===== src/rtl/core/kspe_ram.sv =====
// ----------------------------------------------------------------------------
// kspe_ram
// Generic single-write, single-read RAM with registered read data.
// ----------------------------------------------------------------------------
module kspe_ram #(
    parameter int WIDTH = 32,
    parameter int DEPTH = 16
) (
    input  logic                     clk,
    input  logic                     we,
    input  logic [$clog2(DEPTH)-1:0] waddr,
    input  logic [WIDTH-1:0]         wdata,
    input  logic [$clog2(DEPTH)-1:0] raddr,
    output logic [WIDTH-1:0]         rdata
);

    logic [WIDTH-1:0] mem [DEPTH];

    always_ff @(posedge clk)
    begin
        if (we)
        begin
            mem[waddr] <= wdata;
        end
        rdata <= mem[raddr];
    end

endmodule


===== config.mk =====
export PLATFORM = sky130hd
export DESIGN_NAME = kspe_ram
export DESIGN_NICKNAME = d
export VERILOG_FILES = /design/src/rtl/core/kspe_ram.sv
export SDC_FILE = /design/constraint.sdc
export NUM_CORES = 1
export LEC_CHECK = 0
export BUFFER_PORTS_ARGS = -buffer_cell sky130_fd_sc_hd__buf_2
export CAP_MARGIN = 30
export CELL_PAD_IN_SITES_DETAIL_PLACEMENT = 0
export CELL_PAD_IN_SITES_GLOBAL_PLACEMENT = 1
export CORE_MARGIN = 5
export CORE_UTILIZATION = 48
export CTS_BUF_LIST = sky130_fd_sc_hd__clkbuf_4 sky130_fd_sc_hd__clkbuf_8
export CTS_CLUSTER_DIAMETER = 60
export DETAILED_ROUTE_END_ITERATION = 16
export HOLD_SLACK_MARGIN = 0.06
export PLACE_DENSITY = 0.69
export SYNTH_ARGS = -nofsm -noshare
export SYNTH_HDL_FRONTEND = slang
export SYNTH_SLANG_ARGS = --single-unit

===== constraint.sdc =====
create_clock -name clk -period 9.55 [get_ports clk]
set_clock_uncertainty 0.05 [all_clocks]
set_input_delay 1.91 -clock clk [delete_from_list [all_inputs] [get_ports clk]]
set_output_delay 1.91 -clock clk [all_outputs]
set_load 0.01 [all_outputs]

==> Word level (Yosys, flattened, before mapping) <==
Memory sizes are Yosys's and may differ from the RTL's. A register that Yosys moved wholly into a read port is not among the register bits.
Cells that the tools add are included.
{ "classes": {"multipliers": 0, "muxes": 2, "n_lt_le_gt_ge": 0, "bitwise": 0, "shifts": 0, "n_eq_ne": 0, "div_mod_pow": 0, "reduce_logical": 0, "n_addsub": 0} }
{ "ops": {"columns": ["operator", "n"], "rows": [
  ["$mux W1", 2]
]} }
{ "totals": {"ram_bits": 512, "n_memories": 1, "reg_bits": 0, "elab_cells": 3, "romBits": 0, "output_inout_bits": 32, "latch_bits": 0, "input_bits": 42} }
{ "memory_table": {"columns": ["memory", "depth", "word_bits", "read_ports", "rd_ports_with_merged_regs", "write_ports", "line", "source"], "rows": [
  ["mem", 16, 32, 1, 1, 1, "17", "logic [WIDTH-1:0] mem [DEPTH];"]
]} }

==> Depth between registers and ports, before layout <==
{ "depth": {"depth_word": 2, "ltp_mapped": 5, "ltp_nobuf": 3} }

==> Worst setup path after synthesis <==
OpenSTA, ideal clock, no wires.
{ "synth_timing": {"path_kind": "in2reg", "startpoint": "input waddr[2]", "endpoint": "memory mem[0][0] (enable)", "n_path_buf": 0, "setup_time_ns": 0.461, "arrival_time_ns": 4.628, "path_slack_ns": 4.410, "t_required_ns": 9.039, "path_stages": 2, "path_cell_list": "or3b_2 nor3_1"} }
{ "synth_lines": {"columns": ["element", "line", "source"], "rows": [
  ["start: declaration", "11", "input logic [$clog2(DEPTH)-1:0] waddr,"],
  ["end: declaration", "17", null]
]} }
No word-level cell before the write port.

==> flow_results.xml <==
<?xml version="1.0" encoding="UTF-8"?>
<metrics>
  <group name="critical_path">
    <metric name="r2r-start" unit="">mem[0][24]</metric>
    <metric name="wp_data_arrival" unit="ns">4.29</metric>
    <metric name="start_kind" unit="">input port</metric>
    <metric name="worst-endpoint-required" unit="ns">10.00</metric>
    <metric name="cp-end-kind" unit="">register</metric>
    <metric name="reg2reg_setup_slack" unit="ns">8.22</metric>
    <metric name="worstReg2RegEnd" unit="">rdata[24]</metric>
    <metric name="worst-path-max-fanout" unit="">66</metric>
    <metric name="rr_worst_depth" unit="">3</metric>
    <metric name="critPathKind" unit="">in -&gt; reg</metric>
  </group>
  <group name="synthesis">
    <metric name="compound_gate_fraction_of_synth_area" unit="">0.0242</metric>
    <metric name="synth_cell_types" unit="">18</metric>
    <metric name="yosys.area.top_type" unit="">sky130_fd_sc_hd__edfxtp_1</metric>
    <metric name="synthFlopType" unit="">sky130_fd_sc_hd__edfxtp_1</metric>
    <metric name="synth_xor_xnor_area_share" unit="">0</metric>
    <metric name="postSynthAreaPerCell" unit="um2">23.7</metric>
    <metric name="netlist_instances" unit="">838</metric>
    <metric name="post_synth_mux_area_share" unit="">0.145</metric>
    <metric name="synth.net_count" unit="">880</metric>
    <metric name="post_synth_main_area_contributors" unit="">sky130_fd_sc_hd__edfxtp_1 77%, sky130_fd_sc_hd__mux4_2 15%, sky130_fd_sc_hd__dfxtp_1 3.2%, sky130_fd_sc_hd__a22oi_1 2.4%, sky130_fd_sc_hd__nand2_1 0.62%</metric>
    <metric name="synth_top_family_by_area" unit="">multiplexers</metric>
    <metric name="asyncSetResetFlopFracSynth" unit="">0</metric>
    <metric name="seq_area_frac_synth" unit="">0.807</metric>
    <metric name="synth_warnings" unit="">0</metric>
    <metric name="ys_top_cells_by_count" unit="">512 x sky130_fd_sc_hd__edfxtp_1, 128 x sky130_fd_sc_hd__mux4_2, 64 x sky130_fd_sc_hd__a22oi_1, 33 x sky130_fd_sc_hd__nand2_1, 32 x sky130_fd_sc_hd__dfxtp_1</metric>
    <metric name="synthMostInstantiatedCell" unit="">sky130_fd_sc_hd__edfxtp_1</metric>
    <metric name="netlist.area_leader.share" unit="">0.774</metric>
    <metric name="synth.ff_latch_count" unit="">544</metric>
    <metric name="synth_enable_flop_cells" unit="">512</metric>
    <metric name="yosys.area_share.simple" unit="">0.0127</metric>
    <metric name="yosys.area_share.adder" unit="">0</metric>
    <metric name="area_of_the_mapped_netlist" unit="um2">19900</metric>
  </group>
  <group name="routing">
    <metric name="routed_wirelength" unit="um">42600</metric>
    <metric name="drtAntennaViolNets" unit="">0</metric>
    <metric name="first_iter_violations" unit="">840</metric>
    <metric name="post_drt_via_cell_ratio" unit="">5.77</metric>
    <metric name="detail_route.first_pass.iterations" unit="">5</metric>
    <metric name="drcViolationCount" unit="">0</metric>
    <metric name="detail_route.wl_per_cell" unit="um">26.9</metric>
    <metric name="vias" unit="">9129</metric>
  </group>
  <group name="layout">
    <metric name="final_area" unit="um2">22700</metric>
    <metric name="final_util" unit="">0.557</metric>
    <metric name="syn2layout_area_growth" unit="%">14.5</metric>
    <metric name="layout.filler_cells" unit="">3032</metric>
    <metric name="num-nets-final" unit="">1024</metric>
    <metric name="post_route_cells_drive_above_1_share" unit="">0.369</metric>
    <metric name="stdcell_count" unit="">1583</metric>
  </group>
  <group name="floorplanning">
    <metric name="rows" unit="">74</metric>
    <metric name="die_height" unit="um">213</metric>
    <metric name="start_util" unit="">0.486</metric>
    <metric name="boundaryPins" unit="">74</metric>
    <metric name="die_x" unit="um">213</metric>
    <metric name="core_region_area" unit="um2">40800</metric>
    <metric name="die_area" unit="um2">45500</metric>
  </group>
  <group name="placed_design">
    <metric name="dpl-instance-area" unit="um2">21000</metric>
    <metric name="dp_cells" unit="">1423</metric>
    <metric name="routabilityCongestion" unit="">0.703</metric>
    <metric name="port-buffer-count" unit="">73</metric>
    <metric name="place.detailed.hpwl" unit="um">21100</metric>
  </group>
  <group name="timing">
    <metric name="unrepaired_setup_endpoints_after_global_routing" unit="">no</metric>
    <metric name="finalSetupTns" unit="ns">0</metric>
    <metric name="finalSetupViolations" unit="">0</metric>
    <metric name="clock.fmax" unit="MHz">261</metric>
    <metric name="report.final.hold_viol_count" unit="">0</metric>
    <metric name="worst_pin_slew" unit="ns">0.963</metric>
    <metric name="hold_slack" unit="ns">0.613</metric>
    <metric name="relSlewSlack" unit="">0.358</metric>
    <metric name="final.min_clock_period" unit="ns">3.84</metric>
    <metric name="report.final.slew_viol_count" unit="">0</metric>
    <metric name="fin_crit_sh" unit="">0.402</metric>
  </group>
  <group name="global_routing">
    <metric name="overflow_after_grt" unit="">0</metric>
    <metric name="grt_antenna_before_repair" unit="">2</metric>
    <metric name="first_global_vias" unit="">9711</metric>
    <metric name="global_routing_usage_summed_across_all_routing_layers" unit="">0.192</metric>
    <metric name="grt_pass1_wl" unit="um">63000</metric>
    <metric name="largest_net_degree_at_the_start_of_global_routing" unit="">67</metric>
  </group>
  <group name="cts">
    <metric name="clkSinkCount" unit="">544</metric>
    <metric name="clock_latency" unit="ns">0.63</metric>
    <metric name="clock_path_buffers" unit="">3</metric>
    <metric name="h-tree-depth" unit="">3</metric>
    <metric name="tritoncts" unit="">yes</metric>
    <metric name="cts-buffers-inserted" unit="">88</metric>
    <metric name="clk_pin_slew" unit="ns">0.06</metric>
    <metric name="cts_repair_resize_count" unit="">0</metric>
    <metric name="cts.hold.buffers_added" unit="">0</metric>
    <metric name="cts_root_buf" unit="">sky130_fd_sc_hd__clkbuf_8</metric>
    <metric name="post-cts-setup-buffers" unit="">0</metric>
  </group>
  <group name="hold_path">
    <metric name="worst_hold_path.num_cells" unit="">3</metric>
    <metric name="hold_path.class" unit="">reg -&gt; reg</metric>
    <metric name="hold_path_startpoint" unit="">mem[15][22]</metric>
    <metric name="timing.hold.worst_endpoint" unit="">rdata[22]</metric>
  </group>
  <group name="status">
    <metric name="status" unit="">completed</metric>
  </group>
  <group name="flow_run">
    <metric name="max_cap_violations" unit="">0</metric>
  </group>
  <group name="pwr">
    <metric name="maximum_vdd_ir_drop" unit="mV">0.135</metric>
    <metric name="powerDensity" unit="nW/um2">213</metric>
    <metric name="cellLeakagePower" unit="nW">7.36</metric>
  </group>
</metrics>
-- how the worst max path moves through the flow --
stage	startpoint	to	slack [ns]	depth (start not counted)
final	raddr[1]	rdata[9]	5.71	5
after global routing	raddr[1]	rdata[2]	5.59	5
after CTS	raddr[1]	rdata[8]	5.70	5
after detailed placement	raddr[1]	rdata[8]	5.03	5
after global placement	raddr[1]	rdata[7]	5.02	5
after floorplan	waddr[2]	mem[0][0]	4.41	2
-- kinds of logic (layout without fill, tap and decap cells) --
| group | after synthesis | after routing |
|---|---|---|
| and+or+nand+nor | 59 | 59 |
| other | 0 | 1 |
| muxes | 128 | 128 |
| buffers and inverters | 43 | 255 |
| AOI/OAI and AO/OA | 64 | 64 |
| DFF | 544 | 544 |
-- per-layer routing --
metal,track usage,wire [um],vias to the layer above
li1,-,-,3881
met1,0.284,18800,4915
met2,0.301,20700,264
met3,0.0358,2270,67
met4,0.0555,801,2
met5,0,14,-
-- sequential cells by signal, summed over array words and instances, names as in the netlist --
name,flops
mem,512
rdata,32
-- cell type report --
| class | count | area [um2] | area share |
|---|---|---|---|
| timing repair buffer | 97 | 589 | 0.0259 |
| clock buffer | 129 | 1560 | 0.0687 |
| sequential | 544 | 16000 | 0.704 |
| antenna | 1 | 2.50 | 0.000110 |
| tap | 532 | 666 | 0.0293 |
| multi-input combinational | 251 | 3750 | 0.165 |
| clock inverter | 29 | 148 | 0.00649 |
-- per-stage QoR --
stage	power (W)	setup WS, ns
after CTS	0.00489	5.70
after floorplan	0.00287	4.41
after global placement	0.00297	5.02
after global routing	0.00503	5.59
after detailed placement	0.00297	5.03
final	0.00484	5.71
-- worst max-delay path, cell delays in order --
cell and delay (ns):
sky130_fd_sc_hd__buf_4 0.69, sky130_fd_sc_hd__buf_4 0.88, sky130_fd_sc_hd__mux4_2 0.41, sky130_fd_sc_hd__a22oi_1 0.25, sky130_fd_sc_hd__nand2_1 0.07
-- where the power goes --
part           switching (W)  leakage [nW]  total (W)  internal [W]
Sequential         0.0000160          4.89    0.00269       0.00267
Combinational       0.000138          1.57   0.000233     0.0000955
Clock               0.000867         0.901    0.00192       0.00105
Total                0.00102          7.36    0.00484       0.00382
-- placed cells by master, fill, tap and decap left out, types with 4 or more instances in the layout --
| cell type | instances |
|---|---|
| sky130_fd_sc_hd__clkinvlp_4 | 4 |
| sky130_fd_sc_hd__clkbuf_8 | 96 |
| sky130_fd_sc_hd__buf_2 | 71 |
| sky130_fd_sc_hd__clkinv_2 | 5 |
| sky130_fd_sc_hd__clkinv_1 | 17 |
| sky130_fd_sc_hd__a22oi_1 | 64 |
| sky130_fd_sc_hd__dfxtp_1 | 32 |
| sky130_fd_sc_hd__clkbuf_4 | 34 |
| sky130_fd_sc_hd__mux4_2 | 128 |
| sky130_fd_sc_hd__edfxtp_1 | 512 |
| sky130_fd_sc_hd__nand2_1 | 33 |
| sky130_fd_sc_hd__nor2_4 | 13 |
| sky130_fd_sc_hd__buf_4 | 23 |
| sky130_fd_sc_hd__nor3_2 | 4 |
Note: power is estimated with default switching activity, not from simulation.
