File: config.mk
export PLATFORM = sky130hd
export DESIGN_NAME = kspe_div
export DESIGN_NICKNAME = d
export VERILOG_FILES = /design/src/rtl/core/kspe_pkg.sv /design/src/rtl/core/kspe_div.sv
export SDC_FILE = /design/constraint.sdc
export NUM_CORES = 1
export LEC_CHECK = 0
export ABC_CLOCK_PERIOD_IN_PS = 5100
export BUFFER_PORTS_ARGS = -buffer_cell sky130_fd_sc_hd__buf_2
export CORE_MARGIN = 3
export CORE_UTILIZATION = 40
export CTS_CLUSTER_SIZE = 8
export DETAILED_ROUTE_END_ITERATION = 12
export GPL_TIMING_DRIVEN = 0
export MAX_ROUTING_LAYER = met4
export PLACE_DENSITY_LB_ADDON = 0.12
export SYNTH_ARGS = -nofsm -noshare
export SYNTH_HDL_FRONTEND = slang
export SYNTH_SLANG_ARGS = --single-unit
File: constraint.sdc
create_clock -name clk -period 5.1 [get_ports clk]
set_input_delay 0.255 -clock clk [delete_from_list [all_inputs] [get_ports clk]]
set_output_delay 0.255 -clock clk [all_outputs]
set_load 0.03 [all_outputs]
File: src/rtl/core/kspe_pkg.sv
// ----------------------------------------------------------------------------
// kspe_pkg
// Shared constants and types for the keyframe spline path evaluator.
// ----------------------------------------------------------------------------
package kspe_pkg;

    localparam int MAX_KEYS   = 16;
    localparam int MIN_KEYS   = 4;
    localparam int KEY_IDX_W  = $clog2(MAX_KEYS);
    localparam int KEY_CNT_W  = KEY_IDX_W + 1;
    localparam int FRAC_BITS  = 16;
    localparam int T_INT_BITS = 8;
    localparam int T_W        = T_INT_BITS + FRAC_BITS + 1;
    localparam int TIME_W     = 32;
    localparam int COORD_W    = 32;
    localparam int NCOORD     = 6;
    localparam int COORD_IDX_W = $clog2(NCOORD);
    localparam int ACC_W      = 48;
    localparam int COEF_W     = COORD_W + 4;
    localparam int CNT_REG_W  = 5;
    localparam int PADDR_W    = 3;
    localparam int PDATA_W    = 32;

    localparam logic [PADDR_W-1:0] ADDR_KEY_COUNT = PADDR_W'(0);

    localparam logic [0:0] FUNC_WRITE = 1'b0;
    localparam logic [0:0] FUNC_EVAL  = 1'b1;

    localparam logic [ACC_W-1:0] ACC_LIM = {1'b0, {(ACC_W-1){1'b1}}};

    typedef logic [NCOORD-1:0][COORD_W-1:0] coord_vec_t;

    typedef struct packed {
        logic [TIME_W-1:0] time_v;
        coord_vec_t        coord;
    } key_t;

    localparam int KEY_W = $bits(key_t);

endpackage

File: src/rtl/core/kspe_div.sv
// ----------------------------------------------------------------------------
// kspe_div
// Restoring divider for the segment parameter t = (d << FRAC) / e, one
// quotient bit per cycle, with saturation to the Q8 range of t.
// ----------------------------------------------------------------------------
module kspe_div (
    input  logic                            clk,
    input  logic                            rst_n,
    input  logic                            start,
    input  logic signed [kspe_pkg::TIME_W:0] num_d,
    input  logic signed [kspe_pkg::TIME_W:0] den_e,
    output logic                            done,
    output logic signed [kspe_pkg::T_W-1:0] t_out,
    output logic                            sat
);
    import kspe_pkg::*;

    localparam int NUM_W = TIME_W + FRAC_BITS;
    localparam int CNT_W = $clog2(NUM_W + 1);
    localparam logic [NUM_W-1:0] QPOS_MAX = NUM_W'((64'(1) << (T_W - 1)) - 64'(1));
    localparam logic [NUM_W-1:0] QNEG_MAX = NUM_W'(64'(1) << (T_W - 1));

    logic              run_reg, run_next;
    logic [CNT_W-1:0]  cnt_reg, cnt_next;
    logic [NUM_W-1:0]  num_reg, num_next;
    logic [TIME_W-1:0] den_reg, den_next;
    logic [TIME_W-1:0] rem_reg, rem_next;
    logic              neg_reg, neg_next;
    logic              done_reg, done_next;
    logic [T_W-1:0]    t_reg, t_next;
    logic              sat_reg, sat_next;

    logic [TIME_W-1:0] d_mag, e_mag;
    logic [TIME_W:0]   rem_sh;

    always_comb
    begin
        d_mag = num_d[TIME_W] ? TIME_W'(-num_d) : TIME_W'(num_d);
        e_mag = den_e[TIME_W] ? TIME_W'(-den_e) : TIME_W'(den_e);
        rem_sh = {rem_reg, num_reg[NUM_W-1]};

        run_next  = run_reg;
        cnt_next  = cnt_reg;
        num_next  = num_reg;
        den_next  = den_reg;
        rem_next  = rem_reg;
        neg_next  = neg_reg;
        done_next = 1'b0;
        t_next    = t_reg;
        sat_next  = sat_reg;

        if (start)
        begin
            run_next = 1'b1;
            rem_next = '0;
            den_next = e_mag;
            neg_next = num_d[TIME_W] ^ den_e[TIME_W];
            if (den_e == '0)
            begin
                num_next = NUM_W'(d_mag);
                cnt_next = '0;
            end
            else
            begin
                num_next = {d_mag, FRAC_BITS'(0)};
                cnt_next = CNT_W'(NUM_W);
            end
        end
        else if (run_reg)
        begin
            if (cnt_reg != '0)
            begin
                cnt_next = cnt_reg - CNT_W'(1);
                if (rem_sh >= {1'b0, den_reg})
                begin
                    rem_next = TIME_W'(rem_sh - {1'b0, den_reg});
                    num_next = {num_reg[NUM_W-2:0], 1'b1};
                end
                else
                begin
                    rem_next = TIME_W'(rem_sh);
                    num_next = {num_reg[NUM_W-2:0], 1'b0};
                end
            end
            else
            begin
                run_next  = 1'b0;
                done_next = 1'b1;
                sat_next  = 1'b0;
                if (!neg_reg && num_reg > QPOS_MAX)
                begin
                    t_next   = T_W'(QPOS_MAX);
                    sat_next = 1'b1;
                end
                else if (neg_reg && num_reg > QNEG_MAX)
                begin
                    t_next   = T_W'(-QNEG_MAX);
                    sat_next = 1'b1;
                end
                else if (neg_reg)
                begin
                    t_next = T_W'(-num_reg);
                end
                else
                begin
                    t_next = T_W'(num_reg);
                end
            end
        end
    end

    always_ff @(posedge clk or negedge rst_n)
    begin
        if (!rst_n)
        begin
            run_reg  <= 1'b0;
            done_reg <= 1'b0;
        end
        else
        begin
            run_reg  <= run_next;
            done_reg <= done_next;
        end
    end

    always_ff @(posedge clk)
    begin
        cnt_reg <= cnt_next;
        num_reg <= num_next;
        den_reg <= den_next;
        rem_reg <= rem_next;
        neg_reg <= neg_next;
        t_reg   <= t_next;
        sat_reg <= sat_next;
    end

    assign done  = done_reg;
    assign t_out = $signed(t_reg);
    assign sat   = sat_reg;

endmodule

# Word level (Yosys, flattened, before mapping)
# Cells that the tools add are included.
dict set report totals {
  regBits 147
  input_bits 69
  out_inout_bits 27
  elab_cells 51
}
dict set report classes {
  add_sub_neg 5
  n_lt_le_gt_ge 3
  n_mux 21
  bitwise_logic 3
  n_reduce_logical 10
}
# cell count
set op_table {}
lappend op_table {{48-bit 2-to-1 mux} 4}
lappend op_table {{32-bit 2-to-1 mux} 3}
lappend op_table {{32-bit negator} 2}
lappend op_table {{25-bit 2-to-1 mux} 2}
lappend op_table {{48-bit by 24-bit > comparator with 1-bit output (second input constant)} 1}
lappend op_table {{48-bit by 25-bit > comparator with 1-bit output (second input constant)} 1}
lappend op_table {{33-bit by 32-bit >= comparator with 1-bit output} 1}
lappend op_table {{33-bit logical NOT} 1}
lappend op_table {{32-bit subtractor} 1}
lappend op_table {{25-bit negator} 1}
lappend op_table {{6-bit 2-to-1 mux} 4}
lappend op_table {{1-bit 2-to-1 mux} 8}
lappend op_table {{6-bit nonzero test} 1}
lappend op_table {{6-bit by 1-bit subtractor with 6-bit output (second input constant)} 1}
lappend op_table {{2-bit AND reduction} 2}
lappend op_table {{2-bit nonzero test} 2}
lappend op_table {{3-bit AND reduction} 1}
lappend op_table {{1-bit logical AND} 2}
lappend op_table {{1-bit NOT} 2}
lappend op_table {{1-bit logical NOT} 1}
lappend op_table {{1-bit XOR} 1}

# Depth between registers and ports, before layout
dict set report depth {
  ltp_word 5
  depth_mapped 12
}

# Least setup slack after synthesis
# No wires, ideal clock.
dict set report synth_timing {
  path_type {reg-to-reg}
  start {register cnt_reg[0]}
  end {register sat_reg (netlist: sat), enable pin}
  arrival_time_ps 3490
  required_time_ps 4653
  path_slack_ps 1163
  path_stages_with_launch 7
  period_less_slack_ps 3937
  path_cell_list {edfxtp_1 inv_1 ha_1 or3b_2 or3_1 clkbuf_1 nor3b_1}
}
dict set report synth_via {
  elab_chain_cells 3
}
# item line
set synth_lines {}
lappend synth_lines {{start, declared} kspe_div.sv:24} ;# logic [CNT_W-1:0] cnt_reg, cnt_next;
lappend synth_lines {{start signal, assigned} kspe_div.sv:128} ;# cnt_reg <= cnt_next;
lappend synth_lines {{6-bit nonzero test} kspe_div.sv:71} ;# if (cnt_reg != '0)
lappend synth_lines {{1-bit NOT (no source line)} --}
lappend synth_lines {{3-bit AND reduction (no source line)} --}
lappend synth_lines {{end signal, assigned} kspe_div.sv:134} ;# sat_reg <= sat_next;
lappend synth_lines {{end, declared} kspe_div.sv:31} ;# logic sat_reg, sat_next;
# No other way between the ends.
# A chain may end at the register's enable or synchronous reset.

# Final worst setup path
dict set report layout_timing {
  start {register den_reg[9]}
  end {register rem_reg[29]}
}
dict set report layout_via {
  elab_chain_cells 2
  word_cells_on_any_way 3
  classes_between {1 x add/sub; 1 x order compare; 1 x mux}
}
# item line
set layout_lines {}
lappend layout_lines {{start, declared} kspe_div.sv:26} ;# logic [TIME_W-1:0] den_reg, den_next;
lappend layout_lines {{start signal, assigned} kspe_div.sv:130} ;# den_reg <= den_next;
lappend layout_lines {{32-bit subtractor / 33-bit by 32-bit >= comparator with 1-bit output (equally long branches)} {kspe_div.sv:76, kspe_div.sv:74}}
lappend layout_lines {{32-bit 2-to-1 mux (*)} kspe_div.sv:74} ;# if (rem_sh >= {1'b0, den_reg})
lappend layout_lines {{end signal, assigned} kspe_div.sv:131} ;# rem_reg <= rem_next;
lappend layout_lines {{end, declared} kspe_div.sv:27} ;# logic [TIME_W-1:0] rem_reg, rem_next;
# Every way passes the cells marked *; elsewhere a longest branch is shown, timed or not.

==> summary.md <==
| Metric | Value |
|---|---|
| Status | `completed` |
| IO Pins | `96` |
| Die W | `164 microns` |
| Cell internal pwr | `2.33 mW` |
| Post-DP HPWL | `22.5 mm` |
| Pwr Total | `3.35 mW` |
| Critical Path End Type | `flip-flop` |
| Total net switching power | `1.02 mW` |
| Hold WC Path Type | `primary input to flip-flop` |
| Filler Cells Inserted | `2,467` |
| MaxCap Viol Count | `0` |
| Syn. warnings | `0` |
| Clock-pin slew on the worst setup and hold paths | `0.07 ns` |
| Core Rows | `57` |
| Clock power share | `0.385` |
| Crit path arrival time | `4.19 ns` |
| Peak VDD IR | `0.000174 V` |
| Setup-failing EPs final | `0` |
| Syn_area_per_cell | `8.99 sq um` |
| Vias in the first global route | `8,289` |
| Area fraction of the dominant cell type after synthesis | `0.339` |
| Lkg Pwr | `4.48 nW` |
| First-pass GRT wire length | `45.7 mm` |
| Most common cell after layout, fill and taps aside | `nand2_1` |
| Switching Share | `0.305` |
| Final Skew | `0.0143 ns` |
| Total global-route track usage | `0.224` |
| Die footprint | `0.0269 sq mm` |
| Synth area leader | `edfxtp_1` |
| Most frequent cells in the layout | `nand2_1, edfxtp_1, buf_2` |
| Async SR Flop Fraction | `0.0136` |
| Final RePlAce weighted congestion | `0.888` |
| Synth area leaders | `edfxtp_1, dfxtp_1, xnor2_1, ha_1, nand2_1` |
| Vias/cell | `5.75` |
| Max_slew headroom | `0.403` |
| Peak Freq | `0.256 GHz` |
| Number of routed nets with antenna violations | `0` |
| Fin crit share | `0.765` |
| Worst Path Required | `5.38 ns` |
| Clk buf depth | `2` |
| Starting Density | `0.409` |
| Met1 Use GR | `0.332` |
| Ys flop type | `edfxtp_1` |
| Unrepaired setup endpoints after global routing | `false` |
| Clock Latency Late Sink | `0.44 ns` |
| Share of cells above drive strength 1 | `0.132` |
| Period minus WS final | `3.90 ns` |
| Core Util, Final | `0.472` |
| DR iter-0 viols | `767` |
| Total Nets Final | `1,335` |
| Clk sinks | `147` |
| Inserted Diodes | `0` |
| Clk root buf | `clkbuf_16` |
| H-tree depth | `4` |
| Startpoint types | `flip-flop` |
| Final Hold Violating Endpoints | `0` |
| Net count after synthesis | `1,218` |
| Final WL | `29.4 mm` |
| Synth Cell Area | `0.0100 sq mm` |
| Max reg flops | `48` |
| Multi-input logic area | `0.00537 sq mm` |
| Netlist cell types | `71` |
| P per Cell Area | `290 mW/mm^2` |
| Core Region | `0.0245 sq mm` |
| Final Max Tran Viols | `0` |
| Register bit total from synthesis | `147` |
| Cell count after synthesis | `1,112` |
| CTS Buf Count | `17` |
| Global Route met2 Usage | `0.316` |
| Initial antenna violation count | `0` |
| Sum of negative setup slack | `0 ns` |
| Die Height | `164 microns` |
| Max FO, Critical Path | `10` |
| Area delta synth->final | `15.4%` |
| # DRC | `0` |
| DR pass1 iterations | `6` |
| Seq/Total Area, Yosys | `0.408` |
| CTS tree | `built` |
| PostCTS Resize Cnt | `0` |
| Sequential Power Share | `0.436` |
| Largest net degree at the start of global routing | `45` |
| Gr busiest metal | `met1` |
| FF+latch area | `0.00408 sq mm` |
| Combinational power share | `0.178` |
| Overflow after GRT | `0` |
| Count of input and output buffers | `94` |
| Vias | `9,007` |
| Drt wl/cell | `18.8 microns` |
| Post-synth EDFFs | `113` |
| Met3 usage | `0.0356` |
| Slew @ Worst Pin | `0.892 ns` |
| Setup CP Type | `flip-flop to flip-flop` |
per-stage QoR:
step	setup WS, ns	hold slack (ns)	instance area [sq um]	cells
6_report	1.20	0.0720	11500	1566
5_1_grt	0.896	0.0673	11500	1566
4_1_cts	1.27	0.0639	11500	1566
3_5_place_dp	1.28	0.0652	10900	1533
3_3_place_gp	0.323	0.0647	10900	1530
2_1_floorplan	1.16	-0.0406	10000	1112
worst paths after layout:
kind	from	end	slack [ns]	cells after the start
min reg2reg	rem_reg[15]	rem_reg[15]	0.50	2
max reg2reg	den_reg[9]	rem_reg[29]	1.20	12
min in group asynchronous	rst_n	done	0.16	2
min	den_e[0]	den_reg[0]	0.07	1
max in group asynchronous	rst_n	run_reg	4.83	2
max	den_reg[9]	rem_reg[29]	1.20	12
Yosys cell counts, drive strengths merged (23+ instances only):
cell	count
nand2	115
edfxtp	113
inv	84
o21ai	76
xnor2	73
nor2	67
a21oi	60
nand3	47
clkbuf	46
ha	36
nor3	36
dfxtp	32
o31ai	32
a21o	23
o211ai	23
cells by family (layout without fill, tap and decap cells):
logic type	count (synthesis)	count (layout)	share of synthesized area
AO/OA/AOI/OAI	322	322	0.222
XOR/XNOR	86	86	0.0753
adder cells (fa/ha/maj)	37	37	0.0470
buffers and inverters	144	274	0.0553
flip-flops	147	147	0.408
multiplexers	8	8	0.00838
AND/OR/NAND/NOR	368	368	0.184
metal layers:
layer / wire length (microns) / up-vias / part of all wire
met5: 0 / - / 0
met4: 426 / 0 / 0.014
met3: 1880 / 38 / 0.064
met2: 12500 / 297 / 0.42
met1: 14600 / 4272 / 0.50
li1: - / 4400 / -
layout make-up:
class | count | area share
buffer | 60 | 0.0206
clock buffer | 17 | 0.0369
clock inverter | 15 | 0.0156
inverter | 84 | 0.0273
multi-input combinational | 821 | 0.465
sequential | 147 | 0.354
tap | 324 | 0.0351
timing repair buffer | 98 | 0.0453
power groups by stage:
stage	clock network, mW	registers, mW	logic (mW)
final	1.29	1.46	0.597
after global routing	1.37	1.47	0.663
after CTS	1.31	1.46	0.591
after detailed placement	0	1.48	0.587
after global placement	0	1.48	0.581
after floorplan	0	1.46	0.406
worst max-delay path: stages, from the launching register on:
cell      delay (ns)
edfxtp_1        0.43
inv_1           0.07
ha_1            0.27
clkbuf_1        0.31
nand4_1         0.20
nor3_1          0.20
o21ai_0         0.22
a211oi_1        0.68
o211ai_1        0.32
and3_1          0.28
nor2_1          0.14
clkbuf_1        0.45
o221ai_1        0.18
timing repair:
item | in CTS | in global routing
endpoints found under the hold margin | 2 | 0
setup buffers | 0 | 0
hold buffers | 1 | 0
Note: power is estimated with default switching activity, not from simulation.
