<file path="src/rtl/core/kspe_pkg.sv">
// ----------------------------------------------------------------------------
// kspe_pkg
// Shared constants and types for the keyframe spline path evaluator.
// ----------------------------------------------------------------------------
package kspe_pkg;

    localparam int MAX_KEYS   = 16;
    localparam int MIN_KEYS   = 4;
    localparam int KEY_IDX_W  = $clog2(MAX_KEYS);
    localparam int KEY_CNT_W  = KEY_IDX_W + 1;
    localparam int FRAC_BITS  = 16;
    localparam int T_INT_BITS = 8;
    localparam int T_W        = T_INT_BITS + FRAC_BITS + 1;
    localparam int TIME_W     = 32;
    localparam int COORD_W    = 32;
    localparam int NCOORD     = 6;
    localparam int COORD_IDX_W = $clog2(NCOORD);
    localparam int ACC_W      = 48;
    localparam int COEF_W     = COORD_W + 4;
    localparam int CNT_REG_W  = 5;
    localparam int PADDR_W    = 3;
    localparam int PDATA_W    = 32;

    localparam logic [PADDR_W-1:0] ADDR_KEY_COUNT = PADDR_W'(0);

    localparam logic [0:0] FUNC_WRITE = 1'b0;
    localparam logic [0:0] FUNC_EVAL  = 1'b1;

    localparam logic [ACC_W-1:0] ACC_LIM = {1'b0, {(ACC_W-1){1'b1}}};

    typedef logic [NCOORD-1:0][COORD_W-1:0] coord_vec_t;

    typedef struct packed {
        logic [TIME_W-1:0] time_v;
        coord_vec_t        coord;
    } key_t;

    localparam int KEY_W = $bits(key_t);

endpackage

</file>
<file path="src/rtl/core/kspe_cubic.sv">
// ----------------------------------------------------------------------------
// kspe_cubic
// Horner evaluation of one spline coordinate with a shared split multiplier:
// low/high partial products, scale and clamp, add and clamp, halve and clamp.
// ----------------------------------------------------------------------------
module kspe_cubic (
    input  logic                               clk,
    input  logic                               rst_n,
    input  logic                               start,
    input  logic signed [kspe_pkg::COORD_W-1:0] p0,
    input  logic signed [kspe_pkg::COORD_W-1:0] p1,
    input  logic signed [kspe_pkg::COORD_W-1:0] p2,
    input  logic signed [kspe_pkg::T_W-1:0]     t_in,
    output logic                               done,
    output logic signed [kspe_pkg::COORD_W-1:0] res,
    output logic                               sat
);
    import kspe_pkg::*;

    localparam int MLO_W  = 24;
    localparam int MHI_W  = ACC_W - 1 - MLO_W;
    localparam int PROD_W = ACC_W - 1 + T_W;
    localparam int Q_W    = PROD_W - FRAC_BITS;
    localparam int SUM_W  = ACC_W + 1;

    localparam logic [2:0] PH_IDLE = 3'd0;
    localparam logic [2:0] PH_LO   = 3'd1;
    localparam logic [2:0] PH_HI   = 3'd2;
    localparam logic [2:0] PH_Q    = 3'd3;
    localparam logic [2:0] PH_ADD  = 3'd4;
    localparam logic [2:0] PH_FIN  = 3'd5;

    localparam logic signed [SUM_W-1:0] SUM_HI = SUM_W'(ACC_LIM);
    localparam logic signed [SUM_W-1:0] SUM_LO = -SUM_W'(ACC_LIM);
    localparam logic signed [ACC_W-1:0] HALF_HI = ACC_W'(32'sh7FFF_FFFF);
    localparam logic signed [ACC_W-1:0] HALF_LO = -ACC_W'(33'sh0_8000_0000);

    logic [2:0]                 ph_reg, ph_next;
    logic [1:0]                 step_reg, step_next;
    logic signed [ACC_W-1:0]    acc_reg, acc_next;
    logic signed [COEF_W-1:0]   c2_reg, c2_next;
    logic signed [COEF_W-1:0]   c1_reg, c1_next;
    logic signed [COEF_W-1:0]   c0_reg, c0_next;
    logic [T_W-1:0]             ut_reg, ut_next;
    logic                       tneg_reg, tneg_next;
    logic [MLO_W+T_W-1:0]       plo_reg, plo_next;
    logic [MHI_W+T_W-1:0]       phi_reg, phi_next;
    logic signed [ACC_W-1:0]    qs_reg, qs_next;
    logic                       sat_reg, sat_next;
    logic                       done_reg, done_next;
    logic [COORD_W-1:0]         res_reg, res_next;

    logic signed [COEF_W-1:0]   e0, e1, e2, c3;
    logic [ACC_W-1:0]           ua;
    logic [PROD_W-1:0]          prod;
    logic [Q_W-1:0]             qmag;
    logic [ACC_W-1:0]           qlim;
    logic signed [COEF_W-1:0]   coef;
    logic signed [SUM_W-1:0]    sum;
    logic signed [ACC_W-1:0]    half;

    always_comb
    begin
        e0 = COEF_W'(p0);
        e1 = COEF_W'(p1);
        e2 = COEF_W'(p2);
        c3 = -e0 + 3 * e1 - 2 * e2;
        ua = acc_reg[ACC_W-1] ? ACC_W'(-acc_reg) : ACC_W'(acc_reg);
        prod = {phi_reg, MLO_W'(0)} + PROD_W'(plo_reg);
        qmag = prod[PROD_W-1:FRAC_BITS];
        qlim = (qmag > Q_W'(ACC_LIM)) ? ACC_LIM : ACC_W'(qmag);
        unique case (step_reg)
            2'd0:    coef = c2_reg;
            2'd1:    coef = c1_reg;
            default: coef = c0_reg;
        endcase
        sum  = SUM_W'(qs_reg) + SUM_W'(coef);
        half = (acc_reg + $signed(ACC_W'(acc_reg[ACC_W-1]))) >>> 1;

        ph_next   = ph_reg;
        step_next = step_reg;
        acc_next  = acc_reg;
        c2_next   = c2_reg;
        c1_next   = c1_reg;
        c0_next   = c0_reg;
        ut_next   = ut_reg;
        tneg_next = tneg_reg;
        plo_next  = plo_reg;
        phi_next  = phi_reg;
        qs_next   = qs_reg;
        sat_next  = sat_reg;
        done_next = 1'b0;
        res_next  = res_reg;

        unique case (ph_reg)
            PH_IDLE:
            begin
                if (start)
                begin
                    acc_next  = ACC_W'(c3);
                    c2_next   = 2 * e0 - 5 * e1 + 3 * e2;
                    c1_next   = e2 - e0;
                    c0_next   = 2 * e1;
                    ut_next   = t_in[T_W-1] ? T_W'(-t_in) : T_W'(t_in);
                    tneg_next = t_in[T_W-1];
                    step_next = 2'd0;
                    sat_next  = 1'b0;
                    ph_next   = PH_LO;
                end
            end
            PH_LO:
            begin
                plo_next = ua[MLO_W-1:0] * ut_reg;
                ph_next  = PH_HI;
            end
            PH_HI:
            begin
                phi_next = ua[ACC_W-2:MLO_W] * ut_reg;
                ph_next  = PH_Q;
            end
            PH_Q:
            begin
                if (qmag > Q_W'(ACC_LIM))
                begin
                    sat_next = 1'b1;
                end
                qs_next = (acc_reg[ACC_W-1] ^ tneg_reg) ? -$signed(qlim) : $signed(qlim);
                ph_next = PH_ADD;
            end
            PH_ADD:
            begin
                if (sum > SUM_HI)
                begin
                    acc_next = ACC_W'(SUM_HI);
                    sat_next = 1'b1;
                end
                else if (sum < SUM_LO)
                begin
                    acc_next = ACC_W'(SUM_LO);
                    sat_next = 1'b1;
                end
                else
                begin
                    acc_next = ACC_W'(sum);
                end
                step_next = step_reg + 2'd1;
                ph_next   = (step_reg == 2'd2) ? PH_FIN : PH_LO;
            end
            PH_FIN:
            begin
                if (half > HALF_HI)
                begin
                    res_next = COORD_W'(HALF_HI);
                    sat_next = 1'b1;
                end
                else if (half < HALF_LO)
                begin
                    res_next = COORD_W'(HALF_LO);
                    sat_next = 1'b1;
                end
                else
                begin
                    res_next = COORD_W'(half);
                end
                done_next = 1'b1;
                ph_next   = PH_IDLE;
            end
            default:
            begin
                ph_next = PH_IDLE;
            end
        endcase
    end

    always_ff @(posedge clk or negedge rst_n)
    begin
        if (!rst_n)
        begin
            ph_reg   <= PH_IDLE;
            done_reg <= 1'b0;
        end
        else
        begin
            ph_reg   <= ph_next;
            done_reg <= done_next;
        end
    end

    always_ff @(posedge clk)
    begin
        step_reg <= step_next;
        acc_reg  <= acc_next;
        c2_reg   <= c2_next;
        c1_reg   <= c1_next;
        c0_reg   <= c0_next;
        ut_reg   <= ut_next;
        tneg_reg <= tneg_next;
        plo_reg  <= plo_next;
        phi_reg  <= phi_next;
        qs_reg   <= qs_next;
        sat_reg  <= sat_next;
        res_reg  <= res_next;
    end

    assign done = done_reg;
    assign res  = $signed(res_reg);
    assign sat  = sat_reg;

endmodule

</file>
<file path="config.mk">
export PLATFORM = sky130hd
export DESIGN_NAME = kspe_cubic
export DESIGN_NICKNAME = d
export VERILOG_FILES = /design/src/rtl/core/kspe_pkg.sv /design/src/rtl/core/kspe_cubic.sv
export SDC_FILE = /design/constraint.sdc
export NUM_CORES = 2
export LEC_CHECK = 0
export BUFFER_PORTS_ARGS = -buffer_cell sky130_fd_sc_hd__buf_2
export CORE_MARGIN = 2
export CORE_UTILIZATION = 55
export CTS_CLUSTER_SIZE = 20
export DETAILED_ROUTE_END_ITERATION = 7
export PLACE_DENSITY_LB_ADDON = 0.3
export SETUP_SLACK_MARGIN = 0.3
export SYNTH_ARGS = -nofsm -noshare
export SYNTH_HDL_FRONTEND = slang
export SYNTH_SLANG_ARGS = --single-unit
</file>
<file path="constraint.sdc">
create_clock -name clk -period 15.3 [get_ports clk]
set_input_delay 2.295 -clock clk [delete_from_list [all_inputs] [get_ports clk]]
set_output_delay 2.295 -clock clk [all_outputs]
set_load 0.02 [all_outputs]
</file>
Yosys cells after proc, flatten, opt, wreduce, memory -nomap -nowiden --
Index checks and enable logic that the tools add are counted.
Operators by class: add/subtract/negate cells 13, $mul 5, magnitude comparators 5, eq/ne operators 11, muxes and demuxes 23, bitwise logic cells 1, reductions and logical operators 7
Operators by type and width (count):
- $mux W48 | 5
- $pmux W48 S2 | 1
- $add A36 B35 Y36 | 2
- $add A72 B49 Y72 | 1
- $pmux W36 S2 | 1
- $mul A3 B32 Y35 const A | 2
- $gt A56 B47 Y1 const B | 1
- $add A48 B36 Y49 | 1
- $gt A49 B48 Y1 const B | 1
- $lt A49 B48 Y1 const B | 1
- $mul A24 B25 Y49 | 1
- $add A48 B2 Y48 | 1
- $mul A23 B25 Y48 | 1
- $neg A48 Y48 | 1
- $gt A47 B32 Y1 const B | 1
- $lt A47 B32 Y1 const B | 1
- $mux W47 | 1
- $neg A47 Y47 | 1
- $mul A4 B32 Y36 const A | 1
- $neg A32 Y36 | 1
- $sub A33 B36 Y36 | 1
- $sub A36 B33 Y36 | 1
- $sub A32 B32 Y33 | 1
- $mux W32 | 1
- 23 further kinds | 35
Storage, ports and cells: flip-flop bits (word level) 362, input bits 124, output and inout bits 34, logic and storage cells 80

Logic depth before layout (Yosys ltp) --
depth in word-level cells 7, depth in mapped cells 40, mapped depth without buffers 38

Worst setup path before layout --
Ideal clock, no wire load.
kind reg-to-reg, start point reg acc_reg[2], end point reg phi_reg[46] (data pin), setup time 0.264 ns, arrival 10.493 ns, data required time 15.036 ns, slack 4.544 ns, stages on the path, launching flop included 37, buffers on the path 2, period minus slack after synthesis 10.756 ns, path through edfxtp_1 -> buf_2 -> or3_1 -> nand2b_1 -> or3_1 -> or3_1 -> or4_1 -> or3_4 -> or3_1 -> o21ai_0 -> xnor2_1 -> clkbuf_1 -> nand2_1 -> fa_1 -> inv_1 -> fa_1 -> inv_1 -> fa_1 -> fa_1 -> inv_1 -> fa_1 -> fa_1 -> inv_1 -> fa_1 -> inv_1 -> ha_1 -> a21o_1 -> a21oi_1 -> o2111ai_1 -> or4_1 -> o21ai_0 -> o211ai_1 -> a41o_1 -> o31ai_1 -> o21ai_0 -> a221oi_1 -> xnor2_1
On the way: cells in the longest elaborated chain, start to end 3
RTL lines:
- start, declared | RTL line kspe_cubic.sv:40 | logic signed [ACC_W-1:0] acc_reg, acc_next;
- start signal, assigned | RTL line kspe_cubic.sv:192 | acc_reg <= acc_next;
- $neg A47 Y47 | RTL line kspe_cubic.sv:68 | ua = acc_reg[ACC_W-1] ? ACC_W'(-acc_reg) : ACC_W'(acc_reg);
- $mux W47 | RTL line kspe_cubic.sv:68
- $mul A23 B25 Y48 | RTL line kspe_cubic.sv:118 | phi_next = ua[ACC_W-2:MLO_W] * ut_reg;
- end signal, assigned | RTL line kspe_cubic.sv:199 | phi_reg <= phi_next;
- end, declared | RTL line kspe_cubic.sv:47 | logic [MHI_W+T_W-1:0] phi_reg, phi_next;
No other way between the ends. A chain may end at the register's enable or synchronous reset.

Final worst setup path --
start point reg acc_reg[0], end point reg phi_reg[46] (data pin)
The elaborated chain is that of the path after synthesis.

==> metrics.txt <==
TritonCTS clock tree built; CP max stage delay approximately 0.80 ns; setup TNS 0 ns; R2R depth 35; clock sink count 343; Hold Vio Cnt, Final 0; YS warnings 0; Clock Tree Root clkbuf_16; Final period util 0.844; vias in the first global route 55700; first-pass GRT wire length roughly 300 mm; Critical Path Sink Type register; diode count 0; post-synth cell types between 80 and 90; drt wl/cell 20.8 um; Hold EP ph_reg[0]; # DRC 0; register area slightly above 10000 sq um; Tmin final 12.92 ns; max-cap viol count 0; Mapped Cells 7558; Synth-to-Final Area Change 6.12%; drt initial violations between 4000 and 5000; row count roughly 130; worst reg2reg setup slack 2.38 ns; Die X between 300 and 400 um; Final Wtd Congestion ~0.95; Compound-Gate Fraction of Synth Area 0.101; fmax ~77 MHz; initial antenna violation count 5; WP buf/inv 6; reg2reg start acc_reg[0]; Worst-Margin Slew about 1.1 ns; commonest cells in the netlist inv_1 (1511), fa_1 (1176), nand2_1 (998); Req. time, crit path ~16 ns; status completed; Clk pin slew, worst setup/hold paths 0.08 ns; mux contribution to synthesized area 0.00369; CP max stage cell o21ai_0; Adder-Cell Fraction of Synth Area 0.451; Post-CTS Setup Inserts 0; die area 128000 sq um; nets roughly 9400; Syn Nets between 9000 and 10000; worst skew pair latency around 0.60 ns; quantity of hold-fixing buffers added after cts 0; Synth Area in XOR/XNOR 0.0404; routed vias ~54000; sequential area share after synthesis 0.149; Crit Path Max Fanout 27; RR Endpoint phi_reg[46]; Critical Path AT between 10 and 15 ns; Initial Util 0.556; I/O Pins approximately 160; Final ANT Viol Nets 0; Routed WL between 150 and 200 mm; critical path's top delay family adder cells; drt first pass iters 5; hold crit path type reg -> reg; cell repeated most along the worst path fa_1; cts repair resizes 0; top-count cell post-synth inv_1; routed vias/inst 5.84; HPWL after DPL around 150 mm; Post-Syn Area approximately 70000 sq um; worst hold start ph_reg[1]; maximum clock insertion buffer count 3; Top FF cell, synth edfxtp_1; synth top area cells fa_1 (34%), edfxtp_1 (15%), ha_1 (11%), inv_1 (8.2%), nand2_1 (5.4%); area leader, netlist fa_1; Setup CP Type reg -> reg; hold depth 1; CP Launch Type register; number of flops mapped to enable cells by yosys around 340; final setup fails 0; skew final around 0.026 ns; H-tree Lvls 2; ys async rst share 0.0117; largest family of logic cells by synthesized area adder cells; grt total ovfl 0; Multi-input gate area 52300 sq um; share of cells above drive strength 1 0.0555; FILL cells 10800; number of port buffers ~160; DIE HEIGHT about 360 um; relative slew slack 0.262; Pins Over Slew Limit 0; Core Area roughly 120000 sq um; mean area per synthesized cell 9.11 sq um; area share of and/or/nand/nor cells after synthesis 0.154; #FFs+latches synth ~340; cts bufs inserted 37; RSZ-0062 raised after global routing false; Total GRT Usage 0.307; largest net degree at the start of global routing between 70 and 80; Synth top area share 0.342
-- placed cells by master (no fill, tap or decap), drive strengths merged, types with 41 or more instances in the layout --
cell type,instances
a211oi,43
a21o,130
a21oi,230
and2,413
and3,43
buf,241
clkbuf,45
edfxtp,339
fa,1176
ha,599
inv,1515
nand2,998
nand2b,45
nand3,82
nand4,41
nor2,258
nor2b,74
nor3,75
nor4,41
o21a,44
o21ai,248
or3,42
xnor2,234
xor2,84
-- metal layers --
layer | wire length [um] | vias up | share of wire | GRT usage
li1 | - | 23900 | - | -
met1 | 77300 | 26900 | 0.41 | 0.418
met2 | 90000 | 2191 | 0.47 | 0.500
met3 | 16500 | 458 | 0.086 | 0.0520
met4 | 7080 | 0 | 0.037 | 0.102
met5 | 0 | - | 0 | 0
-- worst max-delay path by stage --
stage / from / to / slack, ns / depth (start not counted)
after floorplan: acc_reg[2] / phi_reg[46] / 4.54 / 36
after global placement: acc_reg[0] / phi_reg[46] / 2.68 / 35
after detailed placement: acc_reg[0] / phi_reg[46] / 2.49 / 35
after CTS: acc_reg[0] / phi_reg[46] / 2.42 / 35
after global routing: acc_reg[0] / phi_reg[46] / 1.84 / 35
final: acc_reg[0] / phi_reg[46] / 2.38 / 35
-- layout make-up --
class,count,area share
tap,1637,0.0280
multi-input combinational,5368,0.716
timing repair buffer,241,0.0194
clock inverter,23,0.00483
clock buffer,45,0.0138
inverter,1511,0.0776
sequential,343,0.141
-- logic make-up (layout without fill, tap and decap cells) --
group                      Yosys count  in the layout
DFF                                343            343
muxes                               25             25
xor gates and xnor gates           318            318
and+or+nand+nor                   2193           2193
adders and majority gates         1775           1775
buffers and inverters             1847           1820
AOI/OAI and AO/OA                 1057           1057
-- per-stage QoR --
| step | setup WS, ns | cell area, sq um | hold WS (ns) | utilization | instances |
|---|---|---|---|---|---|
| after floorplan | 4.54 | 68900 | 0.496 | - | 7558 |
| after global placement | 2.68 | 71700 | 0.537 | 0.579 | 9100 |
| after detailed placement | 2.49 | 71700 | 0.545 | 0.579 | 9100 |
| after CTS | 2.42 | 73100 | 0.550 | 0.590 | 9168 |
| after global routing | 1.84 | 73100 | 0.576 | 0.590 | 9168 |
| final | 2.38 | 73100 | 0.554 | 0.590 | 9168 |
-- worst reg2reg max path: cells and delay by family (launching register included) --
kind | cells | cell delay (ns)
AOI/OAI and AO/OA | 10 | 3.39
and+or+nand+nor | 9 | 3.65
adders and majority gates | 8 | 3.95
xor gates and xnor gates | 2 | 0.25
DFF | 1 | 0.79
buffers and inverters | 6 | 0.63
Power is left out: the tool's default activity adds up to more than one toggle a clock period on the data nets, which glitch-free logic cannot reach.
